### src/sp_pkg.sv
// Shared types and constants of the stream prefetcher.
`default_nettype none
package sp_pkg;

   localparam int unsigned ADDR_W     = 64;
   localparam int unsigned PID_W      = 16;
   localparam int unsigned COUNT_W    = 8;
   localparam int unsigned DEGREE_W   = 5;
   localparam int unsigned CSR_INDEX_W = 3;
   localparam int unsigned CSR_DATA_W = 8;
   localparam logic [DEGREE_W-1:0] MAX_OUT = 5'd16;
   localparam logic [COUNT_W-1:0] COUNT_MAX = 8'd255;

   localparam logic [1:0] ENTRY_INVALID    = 2'd0;
   localparam logic [1:0] ENTRY_TRAINING   = 2'd1;
   localparam logic [1:0] ENTRY_MONITORING = 2'd2;

   localparam logic [CSR_INDEX_W-1:0] CSR_PREFETCH_ENABLE  = 3'd0;
   localparam logic [CSR_INDEX_W-1:0] CSR_DISTANCE_LINES   = 3'd1;
   localparam logic [CSR_INDEX_W-1:0] CSR_DEGREE           = 3'd2;
   localparam logic [CSR_INDEX_W-1:0] CSR_TRAINING_WINDOW  = 3'd3;
   localparam logic [CSR_INDEX_W-1:0] CSR_TRAINING_THRESH  = 3'd4;

   typedef struct packed {
      logic [ADDR_W-1:0] access_address;
      logic [PID_W-1:0]  process_id;
      logic              cache_hit;
   } req_type;

   typedef struct packed {
      logic [ADDR_W-1:0] prefetch_address;
      logic [PID_W-1:0]  prefetch_pid;
      logic              last_prefetch;
   } rsp_type;

   typedef enum logic [2:0] {
      S_IDLE,
      S_MONITOR,
      S_EMIT,
      S_COMMIT,
      S_TRAIN,
      S_ALLOC
   } state_type;

   typedef struct packed {
      logic capture;
      logic mon_eval;
      logic emit;
      logic mon_commit;
      logic train;
      logic alloc;
   } cmd_type;

   typedef struct packed {
      logic enable;
      logic hit;
      logic mon_match;
      logic deg_zero;
      logic emit_last;
      logic out_free;
      logic alloc_need;
      logic mon_found;
   } status_type;

endpackage
`default_nettype wire

### src/sp_ctrl.sv
// Controller state machine that sequences one request through the table.
`default_nettype none
module sp_ctrl (
   input  wire                 clock,
   input  wire                 reset,
   input  wire                 req_valid,
   output logic                req_stall,
   input  sp_pkg::status_type  status,
   output sp_pkg::cmd_type     cmd
);

   sp_pkg::state_type state_ff, state_in;

   always_ff @(posedge clock) begin
      if (reset) begin
         state_ff <= sp_pkg::S_IDLE;
      end else begin
         state_ff <= state_in;
      end
   end

   always_comb begin
      state_in  = state_ff;
      cmd       = '0;
      req_stall = 1'b1;
      unique case (state_ff)
         sp_pkg::S_IDLE: begin
            req_stall = 1'b0;
            if (req_valid) begin
               cmd.capture = 1'b1;
               if (status.enable) begin
                  state_in = sp_pkg::S_MONITOR;
               end
            end
         end
         sp_pkg::S_MONITOR: begin
            cmd.mon_eval = 1'b1;
            if (status.mon_match) begin
               state_in = status.deg_zero ? sp_pkg::S_COMMIT : sp_pkg::S_EMIT;
            end else begin
               state_in = status.hit ? sp_pkg::S_IDLE : sp_pkg::S_TRAIN;
            end
         end
         sp_pkg::S_EMIT: begin
            if (status.out_free) begin
               cmd.emit = 1'b1;
               if (status.emit_last) begin
                  state_in = sp_pkg::S_COMMIT;
               end
            end
         end
         sp_pkg::S_COMMIT: begin
            cmd.mon_commit = 1'b1;
            state_in = status.hit ? sp_pkg::S_IDLE : sp_pkg::S_TRAIN;
         end
         sp_pkg::S_TRAIN: begin
            cmd.train = 1'b1;
            state_in = status.alloc_need ? sp_pkg::S_ALLOC : sp_pkg::S_IDLE;
         end
         sp_pkg::S_ALLOC: begin
            cmd.alloc = 1'b1;
            state_in  = sp_pkg::S_IDLE;
         end
         default: begin
            state_in = sp_pkg::S_IDLE;
         end
      endcase
   end

endmodule
`default_nettype wire

### config.mk
export PLATFORM = sky130hd
export DESIGN_NAME = sp_ctrl
export DESIGN_NICKNAME = d
export VERILOG_FILES = /design/src/sp_pkg.sv /design/src/sp_ctrl.sv
export SDC_FILE = /design/constraint.sdc
export NUM_CORES = 1
export LEC_CHECK = 0
export BUFFER_PORTS_ARGS = -buffer_cell sky130_fd_sc_hd__buf_2
export CAP_MARGIN = 20
export CORE_AREA = 3 3 40 42
export CTS_CLUSTER_DIAMETER = 100
export DETAILED_ROUTE_END_ITERATION = 16
export DIE_AREA = 0 0 43 45
export PLACE_DENSITY = 0.55
export SLEW_MARGIN = 10
export SYNTH_ARGS = -nofsm -noshare
export SYNTH_HDL_FRONTEND = slang
export SYNTH_SLANG_ARGS = --single-unit
### constraint.sdc
create_clock -name clock -period 2.95 [get_ports clock]
set_clock_uncertainty 0.2 [all_clocks]
set_input_delay 0.59 -clock clock [delete_from_list [all_inputs] [get_ports clock]]
set_output_delay 0.59 -clock clock [all_outputs]
set_load 0.005 [all_outputs]
---- Word-level counts from Yosys, hierarchy flattened ----
Cells that the tools add are included.
word-level totals
  word-level logic and storage cells ...... 30
  output and inout port bits .............. 7
  register bits ........................... 3
cells by class
  reductions and logical operators ........ 2
  equality and inequality tests ........... 9
  multiplexer cells ....................... 18
operators with widths
  cell                                           count
  two-way mux 3 bit                              7
  case mux 3 bit (5 select lines)                1
  two-way mux 1 bit                              10
  inequality test 2 bit, second input constant   4
  == test 3 x 2 -> 1 bit, second input constant  2
  == test 3 bit, second input constant           2
  AND reduction 4 bit                            1
  == test 3 x 1 -> 1 bit, second input constant  1
  logical NOT 3 bit                              1

---- Logic depth before layout (Yosys ltp) ----
Gate-level depths: netlist of the first run.
  depth in word-level cells ............... 3
  mapped depth ............................ 4
  gate-level depth less buffers ........... 3

---- Worst setup path after synthesis of the first run ----
OpenSTA, ideal clock, no wires.
  path type ............................... input to output
  start point ............................. input status[2] in the netlist's numbering
  end point ............................... output cmd[3] in the netlist's numbering
  required time ........................... 2160 ps
  stages on the path ...................... 1
  slack ................................... 1271 ps
  buffers on the path ..................... 0
  arrival ................................. 889 ps
  cell sequence ........................... nor4bb_1
on the way
  cells in the longest elaborated chain, start to end .. 2
RTL lines
  element             line           RTL
  start: declaration  sp_ctrl.sv:8   input sp_pkg::status_type status,
  two-way mux 1 bit   sp_ctrl.sv:45  if (status.out_free) begin
  two-way mux 1 bit   sp_ctrl.sv:26  unique case (state_ff)
  end: declaration    sp_ctrl.sv:9   output sp_pkg::cmd_type cmd
No other way between the ends.

==> impl_metrics.py, run 1 <==
metrics = {
    "worst_hold_path": {
        "holdPathStages": 2,
        "hold_path_end": "state_ff[1]",
        "hold_path_class": "primary input to flop",
        "hp-start": "reset",
    },
    "worst_setup_path": {
        "r2r_end": "state_ff[2]",
        "r2r_cells": 3,
        "crit_type": "flop to primary output",
        "cp_max_fo": 11,
        "crit_path_start_kind": "flop",
        "crit_path_top_delay_cell": "dfxtp_1",
        "worstPathRequired_ps": 2160,
        "path_cells": "nor3_2 -> and2_1 -> buf_2",
        "crit_buf_inv": 1,
        "path_delay_family": "flip-flops",
        "reg2reg_from": "state_ff[1]",
        "r2r_slack_ps": 1630,
        "worstPathArrival_ps": 1200,
        "cp-end-kind": "primary output",
        "max_stage_delay_ps": 580,
    },
    "power_and_ir_drop": {
        "p_switching_mw": 0.0516,
        "vdd_drop_max_mv": 0.210,
        "p_leak_nw": 0.196,
        "p_clk_frac": 0.404,
        "p_seq_frac": 0.317,
        "finalPower_mw": 0.175,
        "power.density_mw_per_mm2": 464,
        "switching_share": 0.295,
        "combPwrFrac": 0.279,
        "p_int_mw": 0.123,
    },
    "logic_synthesis": {
        "yosys_most_used_dff": "dfxtp_1",
        "yosys_warnings": 0,
        "synth_area_per_cell_sq_um": 9.08,
        "ys_types": 22,
        "synth_nets": 42,
        "synth_edf_count": 0,
        "synth_top_cell_by_area": "dfxtp_1",
        "synth_top_area_frac": 0.213,
        "syn_inst": 31,
        "async_flop_share": 0,
        "ys_seq_elements": 3,
        "synth_top_cells_by_count": "a21o_1 (3), dfxtp_1 (3)",
        "netlist_top_cells_area": "dfxtp_1 (21%), a21o_1 (8.0%), buf_6 (8.0%)",
        "syn_area_sq_um": 282,
        "ys_seq_area_frac": 0.213,
    },
    "timing": {
        "max_clock_freq_ghz": 0.502,
        "rsz0062_at_grt": "no",
        "holdWs_ps": 346,
        "hold_viol_final": 0,
        "setup_tns_ps": 0,
        "setup_viol": 0,
        "min_period_ps": 1990,
        "slew_headroom": 0.707,
        "finalCritPeriodShare": 0.675,
        "worst_slew_pin_slew_ps": 439,
        "slew_violations": 0,
    },
    "floorplanning": {
        "die_w_um": 43,
        "die_h_um": 45,
        "num_rows": 13,
        "core_sq_mm": 0.00128,
        "pin_count": 18,
        "start_util": 0.219,
        "dieArea_sq_mm": 0.00194,
    },
    "cts": {
        "cts_setup_buffers": 0,
        "cts.sinks": 3,
        "cts_resized": 0,
        "path_clk_slew_ps": 40,
        "worstSkewPairLatency_ps": 230,
        "hold_buffers": 0,
        "ctsRootBufferMaster": "clkbuf_4",
        "cts_made_buffers": 3,
        "clockBufferDepth": 2,
        "cts_tree": "built",
        "htree_levels": 1,
    },
    "routing": {
        "firstDrtPassIters": 4,
        "vias": 273,
        "viasPerCell": 4.33,
        "drt_wl_total_um": 659,
        "drc": 0,
        "ant_nets": 0,
        "post_drt_wl_per_cell_um": 10.5,
        "drt_iter0_drc": 2,
    },
    "finish": {
        "layout.cells.non_filler": 63,
        "largest_reg_flops": 3,
        "synthToLayoutAreaGrowth_pct": 33.8,
        "diodes": 0,
        "top_regs": "state_ff x3",
        "stdcell_area_sq_um": 377,
        "largest_register": "state_ff",
        "drive_gt1_frac": 0.563,
        "nets": 60,
    },
    "global_routing": {
        "grt_usage": 0.0748,
        "grt_pass1_vias": 283,
        "grt_max_degree": 12,
        "grt_pass1_wl_mm": 1.14,
        "grt-ovfl-total": 0,
        "antenna_found_initial": 0,
    },
    "placed_design": {
        "port_buffers": 16,
        "dp_cells": 59,
        "gp_congestion": 0.648,
        "placed_area_sq_um": 350,
        "hpwlAfterDp_um": 503,
    },
    "run": {
        "max-cap-violations": 0,
    },
    "status": {
        "outcome": "finished clean",
    },
}
per-layer routing:
layer | wire (um) | up-vias | track usage
met4 | 0 | 0 | 0.0181
met5 | 0 | - | 0
li1 | - | 143 | -
met2 | 287 | 13 | 0.129
met1 | 313 | 117 | 0.0887
met3 | 58 | 0 | 0.0279
cell type report:
class,instances,area [sq um]
Fill cell,144,908
Multi-Input combinational cell,23,184
Timing Repair Buffer,16,80.1
Sequential cell,3,60.1
Clock buffer,4,26.3
Tap cell,15,18.8
Inverter,2,7.51
worst max-delay path by stage:
stage	startpoint	endpoint	slack [ps]	cells after the start
final	state_ff[1]	cmd[5]	960	3
after CTS	state_ff[1]	cmd[5]	950	3
after floorplan	status[2]	cmd[3]	1270	1
after global routing	state_ff[1]	cmd[5]	900	3
after global placement	status[2]	cmd[3]	1100	3
after detailed placement	status[2]	cmd[3]	1100	3
cell usage in the layout (no fill, tap or decap), drive strengths merged:
cell,Yosys,final
mux2i,1,1
nor2b,1,1
a32oi,1,1
a21o,3,3
nor3,4,4
nor2,1,1
nand2,1,1
nor4bb,1,1
clkbuf,0,4
and2,1,1
dfxtp,3,3
a211oi,1,1
a21oi,1,1
buf,3,16
inv,2,2
nand2b,2,2
nand3,1,1
and3,1,1
nor3b,3,3
power groups by stage:
stage | clock [mW] | sequential, mW | combinational [mW]
floorplan | 0 | 0.0469 | 0.0456
global placement | 0 | 0.0553 | 0.0490
detailed placement | 0 | 0.0553 | 0.0493
finish | 0.0705 | 0.0554 | 0.0488
global route | 0.0780 | 0.0561 | 0.0550
CTS | 0.0743 | 0.0550 | 0.0499
cells by family (layout without fill, tap and decap cells):
family                 count (synthesis)  after routing  share of synthesized area
AND/OR/NAND/NOR                       16             16                      0.431
AO/OA/AOI/OAI                          6              6                      0.187
flip-flops                             3              3                      0.213
multiplexers                           1              1                     0.0356
buffers and inverters                  5             22                      0.133
stage by stage:
stage          setup slack, ps  utilization
5_1_grt                    899        0.293
2_1_floorplan             1270            -
3_5_place_dp              1100        0.273
6_report                   959        0.293
4_1_cts                    948        0.293
3_3_place_gp              1100        0.273
Note: power is estimated with default switching activity, not from simulation.
==> inputs of run 2 (changes only) <==
- PLACE_DENSITY: 0.55 -> 0.56
- clock period: 2.95 -> 1.61 ns (I/O delays scaled with it)
==> run 2 against run 1 <==
Compared with the run above: via count rose by 3.7%; final cell count grew 4.8%; clock power up 84%; setup slack got worse by 910 ps; core utilization is 3.1 points higher; critical endpoint unchanged; highest routed layer unchanged.
==> impl_metrics.py, run 2 (synthesized netlist as in run 1, its figures left out) <==
metrics = {
    "cts": {
        "clockBufferDepth": 2,
        "ctsRootBufferMaster": "clkbuf_4",
        "cts.sinks": 3,
        "worstSkewPairLatency_ps": 230,
        "htree_levels": 1,
        "cts_tree": "built",
        "cts_made_buffers": 3,
        "path_clk_slew_ps": 40,
    },
    "worst_setup_path": {
        "worstPathRequired_ps": 1090,
        "crit_path_start_kind": "flop",
        "cp-end-kind": "primary output",
        "path_delay_family": "flip-flops",
        "max_stage_delay_ps": 360,
        "crit_path_top_delay_cell": "dfxtp_4",
        "cp_max_fo": 8,
        "crit_type": "flop to primary output",
        "crit_buf_inv": 1,
        "worstPathArrival_ps": 1040,
        "critPathLaunch": "state_ff[0]",
        "path_cells": "nor3_4 -> and2_1 -> buf_2",
        "reg2reg_from": "state_ff[1]",
    },
    "placed_design": {
        "gp_congestion": 0.620,
        "hpwlAfterDp_um": 524,
        "placed_area_sq_um": 365,
        "port_buffers": 16,
        "dp_slack_ps": 145,
        "dp_cells": 61,
    },
    "timing": {
        "layout_setup_ws_ps": 50.2,
        "worst_slew_pin_slew_ps": 197,
        "slew_violations": 0,
        "setup_viol": 0,
        "setup_tns_ps": 0,
        "min_period_ps": 1560,
        "slew_headroom": 0.867,
        "hold_viol_final": 0,
        "rsz0062_at_grt": "yes",
        "finalCritPeriodShare": 0.969,
        "max_clock_freq_ghz": 0.641,
    },
    "routing": {
        "vias": 283,
        "drc": 0,
        "post_drt_wl_per_cell_um": 9.85,
        "drt_iter0_drc": 3,
        "ant_nets": 0,
        "drt_wl_total_um": 650,
        "viasPerCell": 4.29,
        "firstDrtPassIters": 2,
    },
    "global_routing": {
        "grt-ovfl-total": 0,
        "grt_pass1_vias": 271,
        "grt_usage": 0.0774,
        "grt_max_degree": 9,
        "grt_pass1_wl_mm": 1.11,
        "antenna_found_initial": 0,
    },
    "finish": {
        "largest_reg_flops": 3,
        "stdcell_area_sq_um": 417,
        "layout.cells.non_filler": 66,
        "nets": 63,
        "final_common_cell": "buf_2",
        "top_regs": "state_ff x3",
        "diodes": 0,
        "final_cell_mix": "buf_2 (16), a21o_1 (3), clkbuf_4 (3), buf_4 (3), dfxtp_4 (3)",
        "largest_register": "state_ff",
        "drive_gt1_frac": 0.647,
        "synthToLayoutAreaGrowth_pct": 48.0,
    },
    "power_and_ir_drop": {
        "p_leak_nw": 0.217,
        "power.density_mw_per_mm2": 817,
        "vdd_drop_max_mv": 0.329,
    },
    "floorplanning": {
        "start_util": 0.219,
        "die_h_um": 45,
        "dieArea_sq_mm": 0.00194,
        "num_rows": 13,
        "core_sq_mm": 0.00128,
        "pin_count": 18,
        "die_w_um": 43,
    },
    "status": {
        "outcome": "finished clean",
    },
    "worst_hold_path": {
        "hold_path_class": "primary input to flop",
        "hp-start": "reset",
    },
    "run": {
        "max-cap-violations": 0,
    },
}
==> run 2: cell types whose count changed in the layout (fill, tap and decap cells not counted) <==
| cell | before | now |
|---|---|---|
| buf_4 | 0 | 3 |
| dfxtp_1 | 3 | 0 |
| dfxtp_4 | 0 | 3 |
| nor3_2 | 2 | 1 |
| nor3_4 | 0 | 1 |
==> run 2: final cells by class <==
class	instances	area [sq um]
sequential	3	71.3
multi-input combinational	23	190
clock buffer	4	26.3
tap	15	18.8
inverter	2	7.51
fill	152	868
timing repair buffer	19	103
==> run 2: routing by layer <==
metal  global-route usage  up-vias  wire length [um]
met2                0.120       11               305
met1               0.0892      124               285
met5                    0        -                 0
li1                     -      148                 -
met4               0.0542        0                 0
met3               0.0279        0                59
==> run 2: metrics by stage <==
step | total power [mW] | util | hold WS (ps)
4_1_cts | 0.344 | 0.313 | 59.0
5_1_grt | 0.368 | 0.324 | 65.6
6_report | 0.341 | 0.324 | 68.6
3_3_place_gp | 0.199 | 0.284 | 313
2_1_floorplan | 0.169 | - | 199
3_5_place_dp | 0.200 | 0.284 | 313
==> run 2: worst paths after layout <==
path              cells past startpoint     endpoint  slack (ps)
setup / recovery                      3       cmd[5]          50
hold / removal                        2  state_ff[1]          70
setup reg to reg                      4  state_ff[0]         320
hold reg to reg                       1  state_ff[1]         310
==> run 2: timing repair <==
action	in CTS	in global routing
hold endpoints to repair	0	0
hold buffers	0	0
setup endpoints to repair	4	3
gates resized for setup	2	5
pin swaps	1	2
setup buffers	1	0
==> run 2: power by group <==
part | internal, mW | switching [mW]
Combinational | 0.0681 | 0.0471
Sequential | 0.0809 | 0.0148
Clock | 0.0928 | 0.0369
